[src/sv/tld_pkg.sv]
// Shared types and constants of the timestamp lock detector.
`timescale 1ns / 1ps
package tld_pkg;

  localparam int TS_W        = 32;
  localparam int SAMP_W      = 64;
  localparam int CNT_W       = 8;
  localparam int IN_TDATA_W  = 256;
  localparam int IN_TUSER_W  = 4;
  localparam int OUT_TDATA_W = 160;
  localparam int OUT_TUSER_W = 6;

  localparam logic [CNT_W-1:0] LOCK_CNT_RST = 8'd8;

  typedef enum logic [1:0] {
    OP_MODE   = 2'd0,
    OP_HALT   = 2'd1,
    OP_STREAM = 2'd2,
    OP_AUDIO  = 2'd3
  } op_t;

  // Packed from the top bit down, so the last member sits in the lowest bits.
  typedef struct packed {
    logic has_timestamp;
    logic has_puller;
    op_t  op;
  } in_user_t;

  typedef struct packed {
    logic [TS_W-1:0]   sample_rate;
    logic [TS_W-1:0]   jiffies_per_sample;
    logic [TS_W-1:0]   max_deviation;
    logic [SAMP_W-1:0] sample_start;
    logic [TS_W-1:0]   duration_jiffies;
    logic [TS_W-1:0]   rx_ts;
    logic [TS_W-1:0]   network_ts;
  } in_data_t;

  typedef struct packed {
    logic rate_notify;
    logic puller_stop;
    logic puller_start;
    logic drift_valid;
    logic new_stream;
    logic forward;
  } out_user_t;

  typedef struct packed {
    logic [TS_W-1:0]        notify_rate;
    logic [TS_W-1:0]        drift_network_ts;
    logic signed [TS_W-1:0] drift;
    logic [SAMP_W-1:0]      new_sample_start;
  } out_data_t;

  // Controller to datapath.
  typedef struct packed {
    logic load_in;
    logic commit;
    logic div_load_out;
  } cmd_t;

  // Datapath to controller.
  typedef struct packed {
    logic need_div;
    logic div_done;
  } status_t;

endpackage

[src/sv/tld_div.sv]
// Restoring divider, one quotient bit per cycle.
`timescale 1ns / 1ps
module tld_div (
  input  logic                          clk,
  input  logic                          rst_n,
  input  logic                          start,
  input  logic [tld_pkg::SAMP_W-1:0]    dividend,
  input  logic [tld_pkg::TS_W-1:0]      divisor,
  output logic [tld_pkg::SAMP_W-1:0]    quotient,
  output logic                          done
);

  localparam int STEP_W = $clog2(tld_pkg::SAMP_W);
  localparam logic [STEP_W-1:0] LAST_STEP = STEP_W'(tld_pkg::SAMP_W - 1);

  logic                        busy_r, busy_nxt;
  logic                        done_r, done_nxt;
  logic [STEP_W-1:0]           step_r, step_nxt;
  logic [tld_pkg::SAMP_W-1:0]  quo_r, quo_nxt;
  logic [tld_pkg::TS_W-1:0]    rem_r, rem_nxt;
  logic [tld_pkg::TS_W-1:0]    dsor_r, dsor_nxt;
  logic [tld_pkg::TS_W:0]      trial;

  always_comb begin
    busy_nxt = busy_r;
    done_nxt = 1'b0;
    step_nxt = step_r;
    quo_nxt  = quo_r;
    rem_nxt  = rem_r;
    dsor_nxt = dsor_r;
    trial    = {rem_r, quo_r[tld_pkg::SAMP_W-1]};
    if (start) begin
      busy_nxt = 1'b1;
      step_nxt = '0;
      quo_nxt  = dividend;
      rem_nxt  = '0;
      dsor_nxt = divisor;
    end else if (busy_r) begin
      if (trial >= {1'b0, dsor_r}) begin
        rem_nxt = tld_pkg::TS_W'(trial - {1'b0, dsor_r});
        quo_nxt = {quo_r[tld_pkg::SAMP_W-2:0], 1'b1};
      end else begin
        rem_nxt = trial[tld_pkg::TS_W-1:0];
        quo_nxt = {quo_r[tld_pkg::SAMP_W-2:0], 1'b0};
      end
      step_nxt = step_r + 1'b1;
      if (step_r == LAST_STEP) begin
        busy_nxt = 1'b0;
        done_nxt = 1'b1;
      end
    end
  end

  always_ff @(posedge clk) begin
    if (!rst_n) begin
      busy_r <= 1'b0;
      done_r <= 1'b0;
      step_r <= '0;
    end else begin
      busy_r <= busy_nxt;
      done_r <= done_nxt;
      step_r <= step_nxt;
    end
    quo_r  <= quo_nxt;
    rem_r  <= rem_nxt;
    dsor_r <= dsor_nxt;
  end

  assign quotient = quo_r;
  assign done     = done_r;

endmodule

[src/sv/tld_datapath.sv]
// Datapath: lock state, per-message evaluation, divider and result register.
`timescale 1ns / 1ps
module tld_datapath (
  input  logic                           clk,
  input  logic                           rst_n,
  input  logic                           cfg_wr_en,
  input  logic [tld_pkg::CNT_W-1:0]      cfg_wr_data,
  input  tld_pkg::in_user_t              in_user,
  input  tld_pkg::in_data_t              in_data,
  input  tld_pkg::cmd_t                  cmd,
  output tld_pkg::status_t               status,
  output tld_pkg::out_user_t             out_user,
  output tld_pkg::out_data_t             out_data
);

  localparam int TW = tld_pkg::TS_W;
  localparam int SW = tld_pkg::SAMP_W;
  localparam int CW = tld_pkg::CNT_W;

  tld_pkg::in_user_t  in_u_r;
  tld_pkg::in_data_t  in_d_r;
  tld_pkg::out_user_t out_u_r;
  tld_pkg::out_data_t out_d_r;
  tld_pkg::out_user_t res_u;
  tld_pkg::out_data_t res_d;

  logic [CW-1:0] lock_cnt_r;

  logic          puller_present_r, puller_present_nxt;
  logic          check_pending_r, check_pending_nxt;
  logic          is_ts_r, is_ts_nxt;
  logic          locked_r, locked_nxt;
  logic          recompute_r, recompute_nxt;
  logic [CW-1:0] msgs_left_r, msgs_left_nxt;
  logic [TW-1:0] ref_delta_r, ref_delta_nxt;
  logic [SW-1:0] disc_total_r, disc_total_nxt;
  logic          have_stream_r, have_stream_nxt;
  logic [SW-1:0] first_sample_r, first_sample_nxt;
  logic [TW-1:0] dev_limit_r, dev_limit_nxt;
  logic [TW-1:0] jps_r, jps_nxt;
  logic [TW-1:0] rate_r, rate_nxt;

  logic          need_div;
  logic [TW-1:0] delta;
  logic [TW-1:0] diff;
  logic [TW-1:0] mag;
  logic [CW-1:0] msgs_dec;
  logic [SW-1:0] disc_sum;
  logic [SW-1:0] quotient;
  logic [SW-1:0] samples;
  logic          div_done;

  assign delta    = in_d_r.rx_ts - in_d_r.network_ts;
  assign diff     = ref_delta_r - delta;
  assign mag      = diff[TW-1] ? (TW'(0) - diff) : diff;
  assign msgs_dec = msgs_left_r - 1'b1;
  assign disc_sum = disc_total_r + {{(SW-TW){1'b0}}, in_d_r.duration_jiffies};

  always_comb begin
    res_u              = '0;
    res_d              = '0;
    res_u.forward      = 1'b1;
    need_div           = 1'b0;
    puller_present_nxt = puller_present_r;
    check_pending_nxt  = check_pending_r;
    is_ts_nxt          = is_ts_r;
    locked_nxt         = locked_r;
    recompute_nxt      = recompute_r;
    msgs_left_nxt      = msgs_left_r;
    ref_delta_nxt      = ref_delta_r;
    disc_total_nxt     = disc_total_r;
    have_stream_nxt    = have_stream_r;
    first_sample_nxt   = first_sample_r;
    dev_limit_nxt      = dev_limit_r;
    jps_nxt            = jps_r;
    rate_nxt           = rate_r;
    unique case (in_u_r.op)
      tld_pkg::OP_MODE: begin
        res_u.puller_stop  = is_ts_r && (puller_present_r || in_u_r.has_puller);
        puller_present_nxt = in_u_r.has_puller;
        check_pending_nxt  = in_u_r.has_puller;
        is_ts_nxt          = 1'b0;
        locked_nxt         = 1'b0;
        recompute_nxt      = 1'b1;
        msgs_left_nxt      = '0;
        ref_delta_nxt      = '0;
        disc_total_nxt     = '0;
      end
      tld_pkg::OP_HALT: begin
        if (is_ts_r) begin
          locked_nxt    = 1'b0;
          msgs_left_nxt = lock_cnt_r;
          ref_delta_nxt = '0;
          recompute_nxt = 1'b1;
        end
      end
      tld_pkg::OP_STREAM: begin
        have_stream_nxt  = 1'b1;
        first_sample_nxt = in_d_r.sample_start;
        dev_limit_nxt    = in_d_r.max_deviation;
        jps_nxt          = in_d_r.jiffies_per_sample;
        rate_nxt         = in_d_r.sample_rate;
        if (is_ts_r && puller_present_r) begin
          res_u.rate_notify = 1'b1;
          res_d.notify_rate = in_d_r.sample_rate;
        end
      end
      tld_pkg::OP_AUDIO: begin
        // The first audio block after a mode change with a puller decides timestamp mode.
        if (check_pending_r) begin
          is_ts_nxt = in_u_r.has_timestamp;
          if (in_u_r.has_timestamp && puller_present_r) begin
            res_u.puller_start = 1'b1;
            res_u.rate_notify  = 1'b1;
            res_d.notify_rate  = rate_r;
          end
          locked_nxt        = !in_u_r.has_timestamp;
          recompute_nxt     = in_u_r.has_timestamp;
          check_pending_nxt = 1'b0;
        end
        if (is_ts_nxt) begin
          if (!locked_nxt) begin
            res_u.forward  = 1'b0;
            disc_total_nxt = disc_sum;
            if (in_u_r.has_timestamp) begin
              if (recompute_nxt) begin
                ref_delta_nxt = delta;
                msgs_left_nxt = lock_cnt_r - 1'b1;
                recompute_nxt = 1'b0;
              end else if (mag > dev_limit_r) begin
                msgs_left_nxt = lock_cnt_r;
                recompute_nxt = 1'b1;
                ref_delta_nxt = '0;
              end else begin
                msgs_left_nxt = msgs_dec;
                if (msgs_dec == '0) begin
                  locked_nxt       = 1'b1;
                  need_div         = have_stream_r;
                  res_u.new_stream = have_stream_r;
                  disc_total_nxt   = '0;
                  have_stream_nxt  = 1'b0;
                end
              end
            end
          end else if (in_u_r.has_timestamp && puller_present_r) begin
            res_u.drift_valid      = 1'b1;
            res_d.drift            = diff;
            res_d.drift_network_ts = in_d_r.network_ts;
          end
        end
      end
      default: begin
        res_u = '0;
      end
    endcase
  end

  tld_div u_div (
    .clk      (clk),
    .rst_n    (rst_n),
    .start    (cmd.commit && need_div),
    .dividend (disc_sum),
    .divisor  (jps_r),
    .quotient (quotient),
    .done     (div_done)
  );

  // A zero divisor counts no discarded samples.
  assign samples = (jps_r == '0) ? '0 : quotient;

  always_ff @(posedge clk) begin
    if (!rst_n) begin
      lock_cnt_r       <= tld_pkg::LOCK_CNT_RST;
      puller_present_r <= 1'b0;
      check_pending_r  <= 1'b0;
      is_ts_r          <= 1'b0;
      locked_r         <= 1'b0;
      recompute_r      <= 1'b0;
      msgs_left_r      <= '0;
      ref_delta_r      <= '0;
      disc_total_r     <= '0;
      have_stream_r    <= 1'b0;
      first_sample_r   <= '0;
      dev_limit_r      <= '0;
      jps_r            <= TW'(1);
      rate_r           <= '0;
    end else begin
      if (cfg_wr_en) begin
        lock_cnt_r <= cfg_wr_data;
      end
      if (cmd.commit) begin
        puller_present_r <= puller_present_nxt;
        check_pending_r  <= check_pending_nxt;
        is_ts_r          <= is_ts_nxt;
        locked_r         <= locked_nxt;
        recompute_r      <= recompute_nxt;
        msgs_left_r      <= msgs_left_nxt;
        ref_delta_r      <= ref_delta_nxt;
        disc_total_r     <= disc_total_nxt;
        have_stream_r    <= have_stream_nxt;
        first_sample_r   <= first_sample_nxt;
        dev_limit_r      <= dev_limit_nxt;
        jps_r            <= jps_nxt;
        rate_r           <= rate_nxt;
      end
    end
  end

  always_ff @(posedge clk) begin
    if (cmd.load_in) begin
      in_u_r <= in_user;
      in_d_r <= in_data;
    end
    if (cmd.commit) begin
      out_u_r <= res_u;
      out_d_r <= res_d;
    end
    if (cmd.div_load_out) begin
      out_d_r.new_sample_start <= first_sample_r + samples;
    end
  end

  assign status.need_div = need_div;
  assign status.div_done = div_done;
  assign out_user        = out_u_r;
  assign out_data        = out_d_r;

endmodule

[src/sv/tld_ctrl.sv]
// Controller: sequences accept, evaluation, division and result hand-off.
`timescale 1ns / 1ps
module tld_ctrl (
  input  logic              clk,
  input  logic              rst_n,
  input  logic              in_tvalid,
  output logic              in_tready,
  output logic              out_tvalid,
  input  logic              out_tready,
  input  tld_pkg::status_t  status,
  output tld_pkg::cmd_t     cmd
);

  typedef enum logic [2:0] {
    ST_IDLE = 3'b001,
    ST_EVAL = 3'b010,
    ST_DIV  = 3'b100
  } state_t;

  state_t state_r, state_nxt;
  logic   out_valid_r, out_valid_nxt;
  logic   out_free;

  assign out_free = !out_valid_r || out_tready;

  always_comb begin
    state_nxt     = state_r;
    cmd           = '0;
    in_tready     = 1'b0;
    out_valid_nxt = out_valid_r && !out_tready;
    unique case (state_r)
      ST_IDLE: begin
        in_tready = 1'b1;
        if (in_tvalid) begin
          cmd.load_in = 1'b1;
          state_nxt   = ST_EVAL;
        end
      end
      ST_EVAL: begin
        if (out_free) begin
          cmd.commit = 1'b1;
          if (status.need_div) begin
            state_nxt = ST_DIV;
          end else begin
            out_valid_nxt = 1'b1;
            state_nxt     = ST_IDLE;
          end
        end
      end
      ST_DIV: begin
        if (status.div_done) begin
          cmd.div_load_out = 1'b1;
          out_valid_nxt    = 1'b1;
          state_nxt        = ST_IDLE;
        end
      end
      default: begin
        state_nxt = ST_IDLE;
      end
    endcase
  end

  always_ff @(posedge clk) begin
    if (!rst_n) begin
      state_r     <= ST_IDLE;
      out_valid_r <= 1'b0;
    end else begin
      state_r     <= state_nxt;
      out_valid_r <= out_valid_nxt;
    end
  end

  assign out_tvalid = out_valid_r;

endmodule

[src/sv/timestamp_lock_detector_top.sv]
// Top level of the timestamp lock detector: stream ports, controller and datapath.
`timescale 1ns / 1ps
// The block takes one message event per input transfer and returns exactly one
// result transfer for it. Most events are captured into an input register on
// acceptance, then evaluated and the lock state updated once the output register is free.
// The event that completes a lock while a stream start is held also runs the
// count of discarded jiffies through a one-bit-per-cycle 64-bit divider before
// its new sample start goes into the result. The result sits in
// an output register, and the next event is accepted while it waits there; a
// new result is only written once the previous one has been transferred.
// Configuration of the lock count is a plain write and is meant for idle time.
module timestamp_lock_detector_top (
  input  logic                                clk,
  input  logic                                rst_n,
  // Configuration: lock_msg_count.
  input  logic                                cfg_wr_en,
  input  logic [tld_pkg::CNT_W-1:0]           cfg_wr_data,
  // Input channel.
  input  logic                                in_tvalid,
  output logic                                in_tready,
  // Fields from bit 0 up: network_ts, rx_ts, duration_jiffies, sample_start,
  // max_deviation, jiffies_per_sample, sample_rate.
  input  logic [tld_pkg::IN_TDATA_W-1:0]      in_tdata,
  // Fields from bit 0 up: op (2 bits), has_puller, has_timestamp.
  input  logic [tld_pkg::IN_TUSER_W-1:0]      in_tuser,
  // Result channel.
  output logic                                out_tvalid,
  input  logic                                out_tready,
  // Fields from bit 0 up: new_sample_start, drift, drift_network_ts,
  // notify_rate.
  output logic [tld_pkg::OUT_TDATA_W-1:0]     out_tdata,
  // Fields from bit 0 up: forward, new_stream, drift_valid, puller_start,
  // puller_stop, rate_notify.
  output logic [tld_pkg::OUT_TUSER_W-1:0]     out_tuser
);

  tld_pkg::cmd_t      cmd;
  tld_pkg::status_t   status;
  tld_pkg::out_user_t out_user;
  tld_pkg::out_data_t out_data;

  // The controller owns the handshakes and tells the datapath when to capture
  // an event, when to commit its state update and when the divided sample
  // count is ready to go into the result.
  tld_ctrl u_ctrl (
    .clk        (clk),
    .rst_n      (rst_n),
    .in_tvalid  (in_tvalid),
    .in_tready  (in_tready),
    .out_tvalid (out_tvalid),
    .out_tready (out_tready),
    .status     (status),
    .cmd        (cmd)
  );

  tld_datapath u_datapath (
    .clk         (clk),
    .rst_n       (rst_n),
    .cfg_wr_en   (cfg_wr_en),
    .cfg_wr_data (cfg_wr_data),
    .in_user     (tld_pkg::in_user_t'(in_tuser)),
    .in_data     (tld_pkg::in_data_t'(in_tdata)),
    .cmd         (cmd),
    .status      (status),
    .out_user    (out_user),
    .out_data    (out_data)
  );

  assign out_tdata = out_data;
  assign out_tuser = out_user;

  // Events are handled one at a time: a transfer is never followed directly
  // by another.
  assert property (@(posedge clk) disable iff (!rst_n)
    (in_tvalid && in_tready) |=> !in_tready)
    else $error("input accepted while an event is still being evaluated");

  // A replacement stream start only comes with a dropped audio block.
  assert property (@(posedge clk) disable iff (!rst_n)
    (out_tvalid && out_user.new_stream) |-> !out_user.forward)
    else $error("replacement stream start on a forwarded block");

  // Drift is only reported for locked blocks, which always pass downstream.
  assert property (@(posedge clk) disable iff (!rst_n)
    (out_tvalid && out_user.drift_valid) |-> out_user.forward)
    else $error("drift report on a dropped block");

  // The divider result arrives only while the controller waits for it.
  assert property (@(posedge clk) disable iff (!rst_n)
    status.div_done |-> !in_tready)
    else $error("divider finished while the controller was idle");

endmodule

[config.mk]
export PLATFORM = sky130hd
export DESIGN_NAME = timestamp_lock_detector_top
export DESIGN_NICKNAME = d
export VERILOG_FILES = /design/src/sv/tld_pkg.sv /design/src/sv/tld_div.sv /design/src/sv/tld_datapath.sv /design/src/sv/tld_ctrl.sv /design/src/sv/timestamp_lock_detector_top.sv
export SDC_FILE = /design/constraint.sdc
export NUM_CORES = 2
export LEC_CHECK = 0
export ABC_AREA = 1
export BUFFER_PORTS_ARGS = -buffer_cell sky130_fd_sc_hd__buf_2
export CORE_AREA = 2 2 303 305
export CTS_BUF_LIST = sky130_fd_sc_hd__clkbuf_4
export DETAILED_ROUTE_END_ITERATION = 12
export DIE_AREA = 0 0 305 307
export PLACE_DENSITY = 0.71
export SLEW_MARGIN = 20
export SYNTH_ARGS = -nofsm -noshare
export SYNTH_HDL_FRONTEND = slang
export SYNTH_SLANG_ARGS = --single-unit
[constraint.sdc]
create_clock -name clk -period 30 [get_ports clk]
set_input_delay 4.5 -clock clk [delete_from_list [all_inputs] [get_ports clk]]
set_output_delay 4.5 -clock clk [all_outputs]
set_load 0.05 [all_outputs]
Word level (Yosys, flattened, before mapping) --
Index checks and enable logic that the tools add are counted.
Storage, ports and cells: memories kept 0, input port bits 273, output and inout bits 168, memory bits (read-only) 0, latch bits 0, memory bits (writable) 0, register bits after elaboration 844
Cells by class: eq/ne operators 18, add/sub/neg operators 9, bitwise logic cells 4, reduce and logical (&&, ||, !) cells 33, multipliers 0, order comparisons 2, mux-type cells 95, shift-type cells 0, divide/modulo/power cells 0
Operator list (count):
- $mux 64 | 11
- $mux 32 | 11
- $pmux 64 s2 | 1
- $pmux 32 s3 | 1
- $sub 32x32->32 | 3
- $add 64x32->64 | 1
- $add 64x64->64 | 1
- $pmux 32 s2 | 1
- $mux 1 | 51
- $mux 8 | 6
- $ge 33x32->1 | 1
- $gt 32x32->1 | 1
- $logic_not 32->1 | 1
- $sub 1x32->32 const A | 1
- $pmux 8 s3 | 1
- $sub 8x1->8 const B | 2
- $mux 3 | 4
- $ne 2x1->1 const B | 6
- $pmux 1 s2 | 5
- $pmux 3 s3 | 1
- $reduce_and 3->1 | 3
- $logic_not 8->1 | 1
- $ne 2x2->1 const B | 4
- $reduce_and 2->1 | 4
- other kinds (22) | 39

Longest topological paths before layout --
word-level depth 14, mapped depth 51, gate-level depth less buffers 50

By module --
A second synthesis with hierarchy kept.
Second synthesis, totals: cell total of the unflattened synthesis 6015, area total of the unflattened synthesis 46982.6 µm²
Modules (own cells, without submodules):
- tld_datapath | cells each 4829, area an instance 38569.5 µm², sequential area each 18357.6 µm², instances 1
- tld_div | cells each 1143, area an instance 8149.1 µm², sequential area each 3683.5 µm², instances 1
- tld_ctrl | cells each 43, area an instance 264.0 µm², sequential area each 80.1 µm², instances 1

Worst setup path before layout --
Ideal clock, no wire load.
path kind input port to flip-flop, start input in_tvalid, end register u_datapath.in_d_r[0] (netlist name), enable pin, stages 2, arrival time 15.230 ns, setup time 0.887 ns, slack 13.883 ns, cells stage by stage inv_1 > nor2_1
RTL lines:
- start, declared | RTL line timestamp_lock_detector_top.sv:19 | input logic in_tvalid,
- end signal, assigned | RTL line tld_datapath.sv:212 | in_d_r <= in_data;
- end, declared | RTL line tld_datapath.sv:21 | tld_pkg::in_data_t in_d_r;

Worst setup path after layout --
start register u_datapath.in_d_r[1] (netlist name), end register u_datapath.u_div.quo_r, in the netlist u_datapath.u_div.quotient[32], data pin
On the way: word-level cells in the longest chain between the ends 13
Ends and longest elaborated chain:
- $sub 32x32->32 * | RTL line tld_datapath.sv:53 | assign delta = in_d_r.rx_ts - in_d_r.network_ts;
- $sub 32x32->32 * | RTL line tld_datapath.sv:54 | assign diff = ref_delta_r - delta;
- $sub 1x32->32 | RTL line tld_datapath.sv:55 | assign mag = diff[TW-1] ? (TW'(0) - diff) : diff;
- $mux 32 * | RTL line tld_datapath.sv:55
- $gt 32x32->1 * | RTL line tld_datapath.sv:130 | end else if (mag > dev_limit_r) begin
- $mux 1 * | RTL line tld_datapath.sv:130
- $mux 1 * | RTL line tld_datapath.sv:126 | if (recompute_nxt) begin
- $mux 1 * | RTL line tld_datapath.sv:125 | if (in_u_r.has_timestamp) begin
- $mux 1 * | RTL line tld_datapath.sv:122 | if (!locked_nxt) begin
- $mux 1 * | RTL line tld_datapath.sv:121 | if (is_ts_nxt) begin
- $mux 1 * | RTL line tld_datapath.sv:77 | unique case (in_u_r.op)
- $logic_and 1x1->1 * | RTL line tld_datapath.sv:161 | .start (cmd.commit && need_div),
- $mux 64 * | RTL line tld_div.sv:32 | if (start) begin
- via u_datapath.u_div.quo_nxt, one bit | RTL line tld_div.sv:19 | logic [tld_pkg::SAMP_W-1:0] quo_r, quo_nxt;
- end signal, assigned | RTL line tld_div.sv:64 | quo_r <= quo_nxt;
- end, declared | RTL line tld_div.sv:19
Mark *: on every way through the listed nets, which the timed path passes. The rest lies on a longest branch. A chain may end at the register's enable or synchronous reset.

==> results.yml <==
yosys:
  ys_top_cells_by_area: "edfxtp_1, dfxtp_1, nand2_1"
  synth_flop_cell: "edfxtp_1"
  synth_most_common_cell: "nand2_1"
  synth_nets: 6300
  synth_top_area_frac: 0.337
  syn_area_sq_um: 46500
  synth-edff-count: 522
  synth_top_cell_by_area: "edfxtp_1"
  ys_ff_latch: 844
  ys_top_cells_by_count: "nand2_1, nor2_1, inv_1, edfxtp_1, a21oi_1"
  synth_cell_types: 63
  ys_warn_count: 0
  synth_async_sr_flop_share: 0
  syn-instance-count: 5792
  seq_area_frac_synth: 0.476
  synth.avg_cell_area_sq_um: 8.03
route:
  ant_nets: 0
  wire_per_inst_um: 18.6
  vias_per_cell: 5.38
  drt-total-wl_mm: 143
  via_count: 41500
  first_pass_iters: 6
  drc: 0
  drtIter0Drc: 3735
critical_path:
  rr_startpoint: "u_datapath.in_d_r[1]$_DFFE_PP_"
  cp-end-kind: "flip-flop"
  worstReg2RegEnd: "u_datapath.u_div.quotient[32]$_DFFE_PP_"
  worst-path-stages: 37
  cp-startpoint: "u_datapath.in_d_r[1]$_DFFE_PP_"
  reg2reg_depth: 37
  critPathRequiredTime_ns: 30.84
  crit_arrival_ns: 9.54
  path_max_fanout: 88
  cp_num_buf_inv: 5
  worstSetupPathType: "reg2reg"
  crit_family: "simple AND/OR/NAND/NOR gates"
  worstSetupEndpoint: "u_datapath.u_div.quotient[32]$_DFFE_PP_"
  cp_common_cell: "nand2_1"
  critPathSlowestCell: "buf_4"
  critPathMaxStageDelay_ns: 0.70
  critPathLaunchType: "flip-flop"
  rrSetupSlack_ns: 21.30
clock_network:
  cts_resized: 0
  cts_buffers: 215
  cts_buffer_depth: 3
  clk_pin_slew_ns: 0.07
  ctsRootBufferMaster: "clkbuf_4"
  cts_setup_buffers: 0
  holdBufCountCts: 0
  cts_tree: "yes"
  htreeDepth: 4
  clock_latency_ns: 1.17
  cts.sinks: 844
grt:
  grt-ovfl-total: 0
  first_global_vias: 39400
  grt_first_pass_wirelength_mm: 219
  antenna_found_initial: 16
  gr-usage-all-layers: 0.301
  grt_max_degree: 163
floorplanning:
  initial_utilization: 0.513
  dieWidth_um: 305
  ioPinCount: 441
  coreArea_sq_um: 90700
  die_h_um: 307
  row_count: 111
  die-area_sq_um: 93600
final_layout:
  nets: 6830
  final_util: 0.581
  syn2layout_area_growth_pct: 13.4
  layout-drive-gt1-share: 0.149
  fillers: 8514
sta:
  period_share: 0.290
  skew_ns: 0.0611
  timing_max_transition_violations_final: 0
  setup_total_negative_slack_ns: 0
  worst_pin_slew_ns: 1.10
  setup_slack_ns: 21.30
  min_period_ns: 8.70
  fmax_mhz: 115
  final_hold_viol_count: 0
  relSlewSlack: 0.263
  setup_viol: 0
  rsz0062_at_grt: "no"
pwr:
  clkPwrFrac: 0.266
  power.internal_mw: 2.29
  vdd_drop_max_v: 0.0000603
  p_per_area_nw_per_um2: 72.6
  power_frac_comb: 0.353
  p_sw_mw: 1.54
  switching_share: 0.401
  sequentialPowerShare: 0.380
  p_leak_nw: 23.2
min_path:
  hold_path_class: "reg2reg"
  hold_path.startpoint: "u_datapath.in_d_r[158]$_DFFE_PP_"
  hold_depth: 2
placement:
  io_buffers: 440
  place.gp.congestion: 1.02
  post-dp-hpwl_mm: 108
  dpl_worst_slack_ns: 21.09
run_status:
  outcome: "completed"
run:
  cap_violations: 0
==> routing by layer <==
layer	vias to the layer above	routed length, um	global-route usage
li1	20400	-	-
met2	1745	62400	0.462
met5	-	135	0
met4	22	4410	0.106
met1	19000	63800	0.418
met3	271	12600	0.0672
==> state kept, by name, summed over array words and instances, names as in the netlist, 3 cells and up <==
signal,flops
u_datapath.msgs_left_r,8
u_datapath.dev_limit_r,32
u_datapath.u_div.rem_r,32
u_datapath.lock_cnt_r,8
u_datapath.u_div.quotient,64
u_datapath.out_user,6
u_datapath.u_div.step_r,6
u_ctrl.state_r,3
u_datapath.ref_delta_r,32
u_datapath.disc_total_r,64
u_datapath.out_data,160
u_datapath.in_u_r,4
u_datapath.rate_r,32
u_datapath.jps_r,32
u_datapath.in_d_r,256
u_datapath.first_sample_r,64
u_datapath.u_div.dsor_r,32
==> area by class of cell <==
class	instances	area (sq um)	area share
repair buffers	465	2400	0.0456
multi-input cells	4006	20800	0.395
inverters	790	2970	0.0564
well taps	1186	1480	0.0281
diodes	11	27.5	0.000522
clock buffers	327	2450	0.0466
flip-flops and latches	844	22100	0.420
clock inverters	78	437	0.00828
==> worst register-to-register path, delay by kind of cell (launching register included) <==
kind / cells / cell delay [ns]
simple gates: 22 / 3.79
fa+ha+maj: 3 / 0.85
xor+xnor: 1 / 0.25
buf+inv: 5 / 1.45
compound gates: 6 / 1.66
flops: 1 / 0.39
==> power groups by stage <==
stage	clock network (mW)	registers (mW)	logic, mW
floorplan	0	1.59	0.878
global placement	0	1.48	1.32
detailed placement	0	1.48	1.34
CTS	1.04	1.45	1.34
global route	1.10	1.47	1.50
finish	1.02	1.46	1.35
==> how the worst min path moves through the flow <==
| stage | to | slack [ns] |
|---|---|---|
| final | u_datapath.first_sample_r[62]$_SDFFE_PN0P_ | 0.45 |
| after global routing | u_datapath.first_sample_r[62]$_SDFFE_PN0P_ | 0.47 |
| after CTS | u_datapath.first_sample_r[62]$_SDFFE_PN0P_ | 0.44 |
| after detailed placement | u_datapath.u_div.dsor_r[9]$_DFFE_PP_ | 0.44 |
| after global placement | u_datapath.u_div.dsor_r[12]$_DFFE_PP_ | 0.44 |
| after floorplan | u_datapath.u_div.dsor_r[12]$_DFFE_PP_ | 0.43 |
==> cells by family (layout without fill, tap and decap cells) <==
logic type,Yosys count,count (layout),synth area share
adders and majority gates,235,235,0.0640
xor gates and xnor gates,120,120,0.0238
DFF,844,844,0.476
AOI/OAI and AO/OA,1148,1148,0.131
buffers and inverters,942,1660,0.0779
other,0,11,0
and+or+nand+nor,2503,2503,0.227
==> cells in the final DEF (no fill, tap or decap), types with 34 or more instances in the layout <==
master / count
a21oi_1: 500
buf_2: 439
clkbuf_4: 327
clkinv_1: 55
dfxtp_1: 322
edfxtp_1: 522
ha_1: 230
inv_1: 768
nand2_1: 1197
nand2_2: 34
nand3_1: 231
nand4_1: 67
nor2_1: 774
nor3_1: 64
o21ai_0: 477
xnor2_1: 36
xor2_1: 81
==> through the flow <==
step / hold WS, ns / power, mW / std cells / area, sq um
after floorplan: 0.425 / 2.47 / 5792 / 46500
after global placement: 0.442 / 2.80 / 7291 / 49800
after detailed placement: 0.443 / 2.81 / 7291 / 49800
after CTS: 0.439 / 3.84 / 7696 / 52700
after global routing: 0.465 / 4.06 / 7706 / 52700
final: 0.447 / 3.83 / 7707 / 52700
Power figures use the tool's default switching activity.
